## config.mk

```make
export PLATFORM = sky130hd
export DESIGN_NAME = fixed_slot_allocator_top
export DESIGN_NICKNAME = d
export VERILOG_FILES = /design/src/sv/fsa_pkg.sv /design/src/sv/fsa_ctrl.sv /design/src/sv/fsa_datapath.sv /design/src/sv/fixed_slot_allocator_top.sv
export VERILOG_INCLUDE_DIRS = /design/src /design/src/sv
export SDC_FILE = /design/constraint.sdc
export NUM_CORES = 1
export LEC_CHECK = 0
export ABC_CLOCK_PERIOD_IN_PS = 5100
export BUFFER_PORTS_ARGS = -buffer_cell sky130_fd_sc_hd__buf_2
export CAP_MARGIN = 20
export CORE_MARGIN = 2
export CORE_UTILIZATION = 45
export CTS_BUF_LIST = sky130_fd_sc_hd__clkbuf_2 sky130_fd_sc_hd__clkbuf_4 sky130_fd_sc_hd__clkbuf_8
export CTS_CLUSTER_SIZE = 24
export DETAILED_ROUTE_END_ITERATION = 8
export PLACE_DENSITY = 0.68
export SYNTH_ARGS = -nofsm -noshare
export SYNTH_HDL_FRONTEND = slang
export SYNTH_HIERARCHICAL = 1
export SYNTH_SLANG_ARGS = --single-unit
```

## constraint.sdc

```tcl
create_clock -name clk_i -period 5.1 [get_ports clk_i]
set_input_delay 1.02 -clock clk_i [delete_from_list [all_inputs] [get_ports clk_i]]
set_output_delay 1.02 -clock clk_i [all_outputs]
set_load 0.03 [all_outputs]
```

## src/sv/fixed_slot_allocator_top_assert.svh

```systemverilog
// assertion macros for the fixed slot allocator
`ifndef FIXED_SLOT_ALLOCATOR_TOP_ASSERT_SVH
`define FIXED_SLOT_ALLOCATOR_TOP_ASSERT_SVH

// condition in this cycle implies consequence in the next one
`define FSA_ASSERT_NEXT(lbl, ante, cons, msg) \
  lbl: assert property (@(posedge clk_i) disable iff (!rst_ni) (ante) |=> (cons)) \
    else $error(msg);

// condition implies consequence in the same cycle
`define FSA_ASSERT_SAME(lbl, ante, cons, msg) \
  lbl: assert property (@(posedge clk_i) disable iff (!rst_ni) (ante) |-> (cons)) \
    else $error(msg);

`endif

```

## src/sv/fsa_pkg.sv

```systemverilog
package fsa_pkg;

  localparam int ADDR_W = 48;
  localparam int SIZE_W = 32;
  localparam int FUNC_W = 2;
  localparam int OUTC_W = 2;

  localparam int DEF_SLOT_COUNT = 128;
  localparam int DEF_SLOT_BYTES = 1024;
  localparam int MIN_REQUEST    = 8;

  // apb byte address of the pool base register
  localparam logic [2:0] REG_POOL_BASE = 3'd0;

  typedef enum logic [FUNC_W-1:0] {
    FUNC_ALLOC   = 2'd0,
    FUNC_FREE    = 2'd1,
    FUNC_REALLOC = 2'd2
  } func_e;

  typedef enum logic [OUTC_W-1:0] {
    OUT_POOL       = 2'd0,
    OUT_SYSTEM     = 2'd1,
    OUT_MISALIGNED = 2'd2
  } outcome_e;

  typedef enum logic [1:0] {
    ST_IDLE   = 2'd0,
    ST_LOOKUP = 2'd1,
    ST_REPLY  = 2'd2
  } state_e;

  typedef struct packed {
    logic capture;
    logic decide;
  } fsa_cmd_t;

endpackage

```

## src/sv/fsa_ctrl.sv

```systemverilog
module fsa_ctrl (
  input  logic            clk_i,
  input  logic            rst_ni,
  input  logic            start_i,
  output logic            busy_o,
  output logic            done_o,
  output fsa_pkg::fsa_cmd_t cmd_o
);
  import fsa_pkg::*;

  state_e state_q, state_d;

  always_ff @(posedge clk_i or negedge rst_ni) begin
    if (!rst_ni) begin
      state_q <= ST_IDLE;
    end else begin
      state_q <= state_d;
    end
  end

  always_comb begin
    state_d     = state_q;
    cmd_o       = '0;
    busy_o      = 1'b0;
    done_o      = 1'b0;
    case (state_q)
      ST_IDLE: begin
        if (start_i) begin
          cmd_o.capture = 1'b1;
          state_d       = ST_LOOKUP;
        end
      end
      ST_LOOKUP: begin
        busy_o       = 1'b1;
        cmd_o.decide = 1'b1;
        state_d      = ST_REPLY;
      end
      ST_REPLY: begin
        // word is on the outputs; the next request may enter right away
        done_o = 1'b1;
        if (start_i) begin
          cmd_o.capture = 1'b1;
          state_d       = ST_LOOKUP;
        end else begin
          state_d = ST_IDLE;
        end
      end
      default: begin
        state_d = ST_IDLE;
      end
    endcase
  end

endmodule

```

## src/sv/fsa_datapath.sv

```systemverilog
module fsa_datapath #(
  parameter int SLOT_COUNT = fsa_pkg::DEF_SLOT_COUNT,
  parameter int SLOT_BYTES = fsa_pkg::DEF_SLOT_BYTES
) (
  input  logic                        clk_i,
  input  logic                        rst_ni,
  input  fsa_pkg::fsa_cmd_t           cmd_i,
  input  logic [fsa_pkg::ADDR_W-1:0]  pool_base_i,
  input  logic [fsa_pkg::FUNC_W-1:0]  func_i,
  input  logic [fsa_pkg::SIZE_W-1:0]  request_size_i,
  input  logic [fsa_pkg::ADDR_W-1:0]  block_address_i,
  output logic [fsa_pkg::ADDR_W-1:0]  result_address_o,
  output logic [fsa_pkg::OUTC_W-1:0]  outcome_o,
  output logic                        copy_needed_o
);
  import fsa_pkg::*;

  // slot size is a power of two, so slot math is shifts and masks
  localparam int SW = $clog2(SLOT_COUNT);
  localparam int SH = $clog2(SLOT_BYTES);
  localparam int HW = ADDR_W - SH;
  localparam logic [HW-1:0]     COUNT_LIM  = HW'(SLOT_COUNT);
  localparam logic [SIZE_W-1:0] BYTES_LIM  = SIZE_W'(SLOT_BYTES);
  localparam logic [SIZE_W-1:0] MIN_SIZE   = SIZE_W'(MIN_REQUEST);

  logic [SLOT_COUNT-1:0] used_q, used_d;
  logic [FUNC_W-1:0]     func_q;
  logic [SIZE_W-1:0]     size_q;
  logic [ADDR_W-1:0]     addr_q;
  logic [ADDR_W-1:0]     res_addr_q;
  logic [OUTC_W-1:0]     outcome_q;
  logic                  copy_q;

  logic [ADDR_W-1:0] offset;
  logic              in_pool;
  logic              misaligned;
  logic [SW-1:0]     loc_slot;
  logic              free_found;
  logic [SW-1:0]     free_slot;
  logic [SW-1:0]     sel_slot;
  logic [ADDR_W-1:0] slot_addr;
  logic              wr_en;
  logic              wr_val;
  logic              addr_valid;
  logic [OUTC_W-1:0] outcome_d;
  logic              copy_d;

  always_ff @(posedge clk_i) begin
    if (cmd_i.capture) begin
      func_q <= func_i;
      size_q <= request_size_i;
      addr_q <= block_address_i;
    end
    if (cmd_i.decide) begin
      res_addr_q <= addr_valid ? slot_addr : '0;
      outcome_q  <= outcome_d;
      copy_q     <= copy_d;
    end
  end

  always_ff @(posedge clk_i or negedge rst_ni) begin
    if (!rst_ni) begin
      used_q <= '0;
    end else begin
      used_q <= used_d;
    end
  end

  // map the address back to a slot
  assign offset     = addr_q - pool_base_i;
  assign in_pool    = offset[ADDR_W-1:SH] < COUNT_LIM;
  assign misaligned = |offset[SH-1:0];
  assign loc_slot   = offset[SH+SW-1:SH];

  // lowest free slot
  always_comb begin
    free_found = 1'b0;
    free_slot  = '0;
    for (int i = SLOT_COUNT - 1; i >= 0; i--) begin
      if (!used_q[i]) begin
        free_found = 1'b1;
        free_slot  = SW'(i);
      end
    end
  end

  assign sel_slot  = (func_q == FUNC_ALLOC) ? free_slot : loc_slot;
  assign slot_addr = pool_base_i + (ADDR_W'(sel_slot) << SH);

  always_comb begin
    wr_en      = 1'b0;
    wr_val     = 1'b0;
    addr_valid = 1'b0;
    outcome_d  = OUT_POOL;
    copy_d     = 1'b0;
    case (func_q)
      FUNC_ALLOC: begin
        outcome_d = OUT_SYSTEM;
        if (size_q >= MIN_SIZE && size_q <= BYTES_LIM && free_found) begin
          wr_en      = 1'b1;
          wr_val     = 1'b1;
          addr_valid = 1'b1;
          outcome_d  = OUT_POOL;
        end
      end
      FUNC_FREE, FUNC_REALLOC: begin
        if (!in_pool) begin
          outcome_d = OUT_SYSTEM;
        end else if (misaligned) begin
          outcome_d = OUT_MISALIGNED;
        end else if (func_q == FUNC_FREE) begin
          wr_en = 1'b1;
        end else if (size_q > BYTES_LIM) begin
          // grows past the slot: release it and hand off to the system heap
          wr_en     = 1'b1;
          outcome_d = OUT_SYSTEM;
          copy_d    = 1'b1;
        end else begin
          addr_valid = 1'b1;
        end
      end
      default: begin
        outcome_d = OUT_POOL;
      end
    endcase
  end

  always_comb begin
    used_d = used_q;
    if (cmd_i.decide && wr_en) begin
      used_d[sel_slot] = wr_val;
    end
  end

  assign result_address_o = res_addr_q;
  assign outcome_o        = outcome_q;
  assign copy_needed_o    = copy_q;

endmodule

```

## src/sv/fixed_slot_allocator_top.sv

```systemverilog
// fixed slot pool allocator
// requests enter on start/busy: a word (func, request size, block address)
// is taken at a clock edge where start is high and busy is low. each request
// gives exactly one result word, shown for one cycle with done_o high; the
// receiver cannot hold results off, so the block never stalls on output.
// a request taken at an edge goes to the lookup state, where its result is
// registered, and the result is marked in the reply state. busy is high only
// in the lookup cycle, in which the lowest free slot is found by a single
// priority pass over the used bitmap and the bitmap is updated at its end; a
// new request can be taken in the same cycle the previous result is shown.
// pool_base is written through the apb port at byte address 0 (64-bit data,
// low 48 bits used); write it only while the block is idle.
// slot size must be a power of two; slot address = pool_base + slot * size.
// reset clears the used bitmap (all slots free) and pool_base to zero; no
// clearing pass is needed.
module fixed_slot_allocator_top #(
  parameter int SLOT_COUNT = fsa_pkg::DEF_SLOT_COUNT,
  parameter int SLOT_BYTES = fsa_pkg::DEF_SLOT_BYTES
) (
  input  logic                        clk_i,
  input  logic                        rst_ni,
  input  logic                        psel,
  input  logic                        penable,
  input  logic                        pwrite,
  input  logic [2:0]                  paddr,
  input  logic [63:0]                 pwdata,
  output logic [63:0]                 prdata,
  output logic                        pready,
  input  logic                        start,
  output logic                        busy,
  input  logic [fsa_pkg::FUNC_W-1:0]  func_i,
  input  logic [fsa_pkg::SIZE_W-1:0]  request_size_i,
  input  logic [fsa_pkg::ADDR_W-1:0]  block_address_i,
  output logic                        done_o,
  output logic [fsa_pkg::ADDR_W-1:0]  result_address_o,
  output logic [fsa_pkg::OUTC_W-1:0]  outcome_o,
  output logic                        copy_needed_o
);
  import fsa_pkg::*;

  logic [ADDR_W-1:0] pool_base_q;
  fsa_cmd_t          cmd;
  logic              cfg_wr;

  assign pready = 1'b1;
  assign cfg_wr = psel && penable && pwrite && (paddr == REG_POOL_BASE);
  assign prdata = (paddr == REG_POOL_BASE) ? {{(64-ADDR_W){1'b0}}, pool_base_q} : '0;

  always_ff @(posedge clk_i or negedge rst_ni) begin
    if (!rst_ni) begin
      pool_base_q <= '0;
    end else if (cfg_wr) begin
      pool_base_q <= pwdata[ADDR_W-1:0];
    end
  end

  fsa_ctrl u_ctrl (
    .clk_i   (clk_i),
    .rst_ni  (rst_ni),
    .start_i (start),
    .busy_o  (busy),
    .done_o  (done_o),
    .cmd_o   (cmd)
  );

  fsa_datapath #(
    .SLOT_COUNT (SLOT_COUNT),
    .SLOT_BYTES (SLOT_BYTES)
  ) u_datapath (
    .clk_i            (clk_i),
    .rst_ni           (rst_ni),
    .cmd_i            (cmd),
    .pool_base_i      (pool_base_q),
    .func_i           (func_i),
    .request_size_i   (request_size_i),
    .block_address_i  (block_address_i),
    .result_address_o (result_address_o),
    .outcome_o        (outcome_o),
    .copy_needed_o    (copy_needed_o)
  );

`include "fixed_slot_allocator_top_assert.svh"

  `FSA_ASSERT_NEXT(a_accept_lookup, start && !busy, busy, "accepted word did not enter lookup")
  `FSA_ASSERT_NEXT(a_lookup_reply, busy, done_o && !busy, "lookup not followed by result")
  `FSA_ASSERT_SAME(a_copy_system, done_o && copy_needed_o,
                   outcome_o == OUT_SYSTEM && result_address_o == '0, "copy without handoff")
  `FSA_ASSERT_SAME(a_misalign_zero, done_o && outcome_o == OUT_MISALIGNED,
                   result_address_o == '0 && !copy_needed_o, "misaligned result not clean")

endmodule

```

==> flow_metrics.py, run 1 <==
metrics = {
    "outcome": {
        "status": "complete, but fails checks",
        "violations": "design-rule violations",
    },
    "global_routing": {
        "grt.busiest_layer": "met2",
        "grt_max_degree": 99,
        "grt_util_met1_pct": 32.6,
        "use_met2_pct": 38.1,
        "antenna_found_initial": 3,
        "grt_usage_pct": 23.9,
        "grt_remaining_overflow": 0,
        "grt_pass1_wl_um": 83500,
        "grt_pass1_vias": 15519,
        "grtUsageMet3_pct": 4.43,
    },
    "power": {
        "pwr-share-comb_pct": 26.8,
        "netSwitchingFraction_pct": 32.8,
        "switchingPower_uw": 2480,
        "ir_drop_mv": 0.236,
        "seqPwrFrac_pct": 37.9,
        "p_int_uw": 5070,
        "power.total_uw": 7550,
        "power.share.clock_pct": 35.2,
        "power_density_mw_per_mm2": 347,
        "leakagePower_uw": 0.00890,
    },
    "sta": {
        "skew_ns": 0.0357,
        "setup_ws_ns": 0.282,
        "relSlewSlack_pct": 25.8,
        "setup_viol": 0,
        "post-route-period-util_pct": 94.5,
        "holdWs_ns": 0.497,
        "tightest_slew_ns": 1.11,
        "fin_setup_tns_ns": 0,
        "period_minus_slack_ns": 4.82,
        "finalHoldViolCount": 0,
        "drv_slew": 0,
        "max_freq_mhz": 208,
    },
    "final_layout": {
        "multi_input_area_mm2": 0.00944,
        "layout_common_cells": "buf_2 (238), dfrtp_1 (178), a21oi_1 (141)",
        "drive_above_1_share_pct": 26.9,
        "num-nets-final": 2320,
        "layout.cells.non_filler": 2687,
        "seq_area_mm2": 0.00845,
        "nFillCells": 3689,
        "final_common_cell": "buf_2",
        "synthToLayoutAreaGrowth_pct": 16.7,
    },
    "place": {
        "pre_cts_slack_ns": 0.0563,
        "io_buffer_count": 239,
        "gp_congestion": 0.943,
        "dpl.cell_count": 2578,
        "place_hpwl_um": 36600,
    },
    "drt": {
        "dr.first_iter.drc_count": 1202,
        "wl_um": 52300,
        "viasPerCell": 5.77,
        "drc": 1,
        "dr.pass1.iters": 9,
        "ant_nets": 0,
        "avgRoutedWirePerCell_um": 19.5,
        "vias": 15511,
    },
    "yosys": {
        "synth_top_family_by_area": "simple AND/OR/NAND/NOR gates",
        "seq_area_frac_synth_pct": 45.3,
        "synthSimpleGateAreaFrac_pct": 17.3,
        "netlist_instances": 1848,
        "synth_compound_area_share_pct": 15.1,
        "async_reset_ff_share_pct": 57.2,
        "synth_top_area_share_pct": 23.9,
        "synth-seq-cells": 311,
        "synth.distinct_cells": 86,
        "synth_xor_area_share_pct": 2.39,
        "syn_area_per_cell_um2": 10.1,
        "synthMuxAreaShare_pct": 11.1,
        "synth_warnings": 6,
        "yosys_most_used_dff": "dfrtp_1",
        "yosysTopAreaCell": "dfrtp_1",
        "synth_edf_count": 133,
        "yosys-top-cells-area": "dfrtp_1 (24%), edfxtp_1 (21%), mux2_2 (5.6%), ha_1 (3.8%), a21oi_1 (3.8%)",
        "synth_area_mm2": 0.0187,
        "synthAdderAreaFrac_pct": 3.93,
    },
    "worst_setup_path": {
        "cp-start-kind": "register",
        "cpPeakStageDelay_ns": 0.47,
        "path_max_fanout": 64,
        "cp_data_required_time_ns": 5.61,
        "worst-path-buf-inv": 5,
        "crit_family": "compound AO/OA/AOI/OAI gates",
        "r2r_slack_ns": 0.28,
        "criticalPathCategory": "reg -> reg",
        "crit_path_frequent_cell": "buf_4",
        "crit_path_top_delay_cell": "o31ai_1",
        "end_kind": "register",
        "arrival_ns": 5.33,
        "crit_path_cell_trace": "inv_1 -> ha_1 -> a21o_1 -> a2111oi_0 -> buf_4 -> and3_1 -> o211ai_1 -> buf_4 -> a21o_1 -> o31ai_1 -> o21ai_0 -> nor4_2 -> buf_4 -> nand4_4 -> buf_12 -> a21oi_2 -> mux2_1",
    },
    "cts": {
        "path_clk_slew_ns": 0.06,
        "clk_latency_ns": 0.66,
        "cts-root-buf": "clkbuf_8",
        "clock-sinks": 311,
        "h-tree-depth": 2,
        "cts_made_buffers": 55,
        "cts_buffer_depth": 3,
        "cts_tree": "done",
    },
    "floorplanning": {
        "boundaryPins": 273,
        "die_y_um": 208,
        "die_w_um": 208,
        "start_util_pct": 45.6,
        "rows": 74,
        "dieArea_mm2": 0.0431,
        "core_area_mm2": 0.0409,
    },
    "flow_run": {
        "drv_cap": 0,
    },
    "worst_hold_path": {
        "hold_class": "in -> async",
    },
}
[kinds of logic after synthesis]
family | after synthesis
compound gates | 427
xor+xnor | 51
fa+ha+maj | 58
buf+inv | 199
flops | 311
mux | 179
other cells | 2
simple gates | 621
[flip-flops by register name (all words and copies together) (netlist names)]
signal	count
u_ctrl/state_q	2
u_datapath/copy_needed_o	1
pool_base_q	48
u_datapath/used_q	128
u_datapath/outcome_o	2
u_datapath/result_address_o	48
u_datapath/size_q	32
u_datapath/addr_q	48
u_datapath/func_q	2
[path summary, 6_finish.rpt]
path / endpoint / start / cells past startpoint
setup / recovery: u_datapath/used_q[18] / pool_base_q[17] / 17
hold / removal: u_datapath/used_q[25] / rst_ni / 1
setup reg to reg: u_datapath/used_q[18] / pool_base_q[17] / 17
hold reg to reg: pool_base_q[1] / pool_base_q[1] / 1
max in group asynchronous: pool_base_q[35] / rst_ni / 2
min in group clk_i: pool_base_q[1] / pool_base_q[1] / 1
[worst reg2reg max path: stages (launching register included)]
cell,delay (ns)
dfrtp_1,0.39
inv_1,0.12
ha_1,0.40
a21o_1,0.23
a2111oi_0,0.46
buf_4,0.20
and3_1,0.19
o211ai_1,0.22
buf_4,0.24
a21o_1,0.23
o31ai_1,0.47
o21ai_0,0.19
nor4_2,0.23
buf_4,0.17
nand4_4,0.11
buf_12,0.25
a21oi_2,0.28
mux2_1,0.33
[per-layer routing]
| layer | wire length [µm] | part of all wire [%] |
|---|---|---|
| met1 | 22900 | 44 |
| met4 | 1490 | 2.8 |
| met5 | 0 | 0 |
| met2 | 24400 | 47 |
| met3 | 3590 | 6.8 |
[synthesized netlist by cell type, types with 16 or more instances]
cell and number:
a21oi_2 46, o211ai_1 18, and2_1 60, nand2_1 109
nand4_1 54, nor2b_1 21, nor3_1 49, mux2_4 20
nor4_1 18, inv_1 99, a31oi_1 16, ha_1 57
dfrtp_1 178, a21oi_1 142, mux2_2 93, nand3_1 124
buf_4 21, a21o_1 23, edfxtp_1 133, clkbuf_1 62
mux2_1 47, o21ai_0 72, mux2i_1 19, xnor2_1 42
nor2_1 109
[power by group through the flow]
stage	sequential [µW]	combinational, µW	clock [µW]
6_report	2860	2020	2660
2_1_floorplan	2910	1340	0
5_1_grt	2880	2210	2830
3_5_place_dp	2910	1970	0
4_1_cts	2860	1990	2730
3_3_place_gp	2910	1950	0
[layout make-up]
| class | instances | share of cell area, % |
|---|---|---|
| Inverter | 101 | 1.74 |
| Timing Repair Buffer | 285 | 7.22 |
| Clock inverter | 24 | 1.25 |
| Multi-Input combinational cell | 1353 | 43.3 |
| Antenna cell | 3 | 0.0345 |
| Tap cell | 532 | 3.06 |
| Clock buffer | 78 | 4.61 |
| Sequential cell | 311 | 38.8 |
[what timing repair did]
| item | 4_1_cts | 5_1_grt |
|---|---|---|
| pin swaps | 0 | 7 |
| hold buffers | 0 | 0 |
| setup buffers | 0 | 4 |
| endpoints found under the setup margin | 3 | 90 |
| gates resized for setup | 1 | 12 |
[per-stage QoR]
step / instance area (µm²) / util (%)
after floorplan: 18700 / -
after detailed placement: 20400 / 49.9
after global routing: 21800 / 53.2
after global placement: 20400 / 49.9
after CTS: 21700 / 53.1
final: 21800 / 53.2
Note: power is estimated with default switching activity, not from simulation.
==> inputs of run 2 (changes only) <==
CORE_UTILIZATION = 30   (was 45)
HOLD_SLACK_MARGIN = 0.15   (was default)
PLACE_DENSITY = default   (was 0.68)
==> run 2 against run 1 <==
The run now ends clean. Clock-buffer cell count shrank 6. Flip-flop and latch count unchanged. Combinational power up 5%. Clock skew grew 0.029 ns. Routed wire length increased by 8.0%. Clock power down 6%. Setup slack lost 0.18 ns. Largest power group unchanged. Worst hold slack got worse by 0.0052 ns. Non-clock buffer count up 12. Die area up 49%. Fmax fell by 3.5%. Critical endpoint is now u_datapath/result_address_o[44]. First-iteration DRC count grew 7.7%.
==> flow_metrics.py, run 2 (same netlist as run 1, synthesis figures left out) <==
metrics = {
    "outcome": {
        "status": "finished clean",
    },
    "floorplanning": {
        "start_util_pct": 30.3,
        "die_w_um": 253,
        "dieArea_mm2": 0.0642,
        "die_y_um": 253,
        "rows": 91,
        "boundaryPins": 273,
        "core_area_mm2": 0.0616,
    },
    "worst_hold_path": {
        "hold_class": "in -> async",
    },
    "global_routing": {
        "grt_max_degree": 99,
        "grt.busiest_layer": "met2",
        "grt_pass1_wl_um": 87300,
        "grt_pass1_vias": 15503,
        "grtUsageMet3_pct": 4.04,
        "antenna_found_initial": 9,
        "grt_remaining_overflow": 0,
        "use_met2_pct": 27.1,
        "grt_usage_pct": 17.2,
        "grt_util_met1_pct": 23.1,
    },
    "final_layout": {
        "regMostFlops": "u_datapath/used_q",
        "final_area_mm2": 0.0223,
        "final_common_cell": "buf_2",
        "num-nets-final": 2332,
        "largest_reg_flops": 128,
        "synthToLayoutAreaGrowth_pct": 19.4,
        "drive_above_1_share_pct": 27.8,
        "nFillCells": 6205,
        "layout_common_cells": "buf_2 (238), dfrtp_1 (178), a21oi_1 (138)",
    },
    "drt": {
        "viasPerCell": 5.20,
        "vias": 15639,
        "avgRoutedWirePerCell_um": 18.8,
        "ant_nets": 0,
        "wl_um": 56500,
        "dr.first_iter.drc_count": 1295,
        "dr.pass1.iters": 5,
        "drc": 0,
    },
    "sta": {
        "setup_ws_ns": 0.105,
        "setup_viol": 0,
        "relSlewSlack_pct": 32.7,
        "period_minus_slack_ns": 4.99,
        "max_freq_mhz": 200,
        "grt_setup_unrepaired": "true",
        "drv_slew": 0,
        "skew_ns": 0.0651,
        "finalHoldViolCount": 0,
        "post-route-period-util_pct": 97.9,
        "tightest_slew_ns": 1.01,
    },
    "place": {
        "place_area_mm2": 0.0209,
        "place_hpwl_um": 39900,
        "pre_cts_slack_ns": -0.0591,
        "gp_congestion": 0.910,
        "io_buffer_count": 239,
    },
    "cts": {
        "cts-root-buf": "clkbuf_8",
        "cts_tree": "done",
        "cts_made_buffers": 55,
        "clock-sinks": 311,
        "cts-hold-fix-buffers": 0,
        "path_clk_slew_ns": 0.06,
        "clk_latency_ns": 0.68,
        "cts_buffer_depth": 3,
        "h-tree-depth": 2,
    },
    "worst_setup_path": {
        "r2r_slack_ns": 0.11,
        "crit_family": "compound AO/OA/AOI/OAI gates",
        "arrival_ns": 5.43,
        "worst-path-buf-inv": 3,
        "cpPeakStageDelay_ns": 0.42,
        "crit_path_top_delay_cell": "o41ai_4",
        "cp-start-kind": "register",
        "path_max_fanout": 3,
        "criticalPathCategory": "reg -> reg",
        "end_kind": "register",
        "cp_data_required_time_ns": 5.54,
        "crit_path_frequent_cell": "a21oi_2",
    },
    "flow_run": {
        "drv_cap": 0,
    },
    "power": {
        "ir_drop_mv": 0.200,
        "power_density_mw_per_mm2": 337,
        "leakagePower_uw": 0.00894,
    },
}
-- run 2: repair_timing --
| item | 4_1_cts | 5_1_grt |
|---|---|---|
| pin swaps | 0 | 22 |
| resized for setup | 2 | 28 |
| setup buffers | 0 | 6 |
| endpoints found under the setup margin | 6 | 23 |
-- run 2: final timing paths --
check                                      from                              end  cells after the start
min in group clk_i          block_address_i[26]            u_datapath/addr_q[26]                      1
max in group asynchronous                rst_ni            u_datapath/used_q[51]                      2
min reg2reg                      pool_base_q[7]                   pool_base_q[7]                      1
max                        u_datapath/addr_q[1]  u_datapath/result_address_o[44]                     26
min                                      rst_ni                  pool_base_q[46]                      1
max reg2reg                u_datapath/addr_q[1]  u_datapath/result_address_o[44]                     26
-- run 2: layer usage --
metal | routed length (µm) | up-vias
li1 | - | 7327
met1 | 25600 | 7687
met2 | 25400 | 526
met3 | 4180 | 93
met4 | 1370 | 6
met5 | 35 | -
-- run 2: power breakdown --
part / internal (µW) / switching (µW)
logic: 788 / 1340
clock network: 1390 / 1130
registers: 2760 / 112
total: 4930 / 2570
-- run 2: cell type report --
type | count | area (µm²) | area share, %
clock inverters | 31 | 267 | 1.20
well taps | 837 | 1050 | 4.70
repair buffers | 297 | 1700 | 7.65
diodes | 6 | 15.0 | 0.0674
flip-flops and latches | 311 | 8450 | 37.9
inverters | 101 | 379 | 1.70
multi-input cells | 1353 | 9510 | 42.7
clock buffers | 72 | 916 | 4.11
-- run 2: per-stage QoR --
step	total power [µW]	utilization (%)	cells	hold slack, ns	TNS, ns
floorplan	4250	-	1863	0.469	0
global placement	4920	34.0	2893	0.511	-0.0513
detailed placement	4950	34.0	2893	0.520	-0.167
CTS	7510	35.9	2996	0.452	0
global route	7900	36.2	3006	0.477	-0.600
finish	7500	36.2	3008	0.491	0
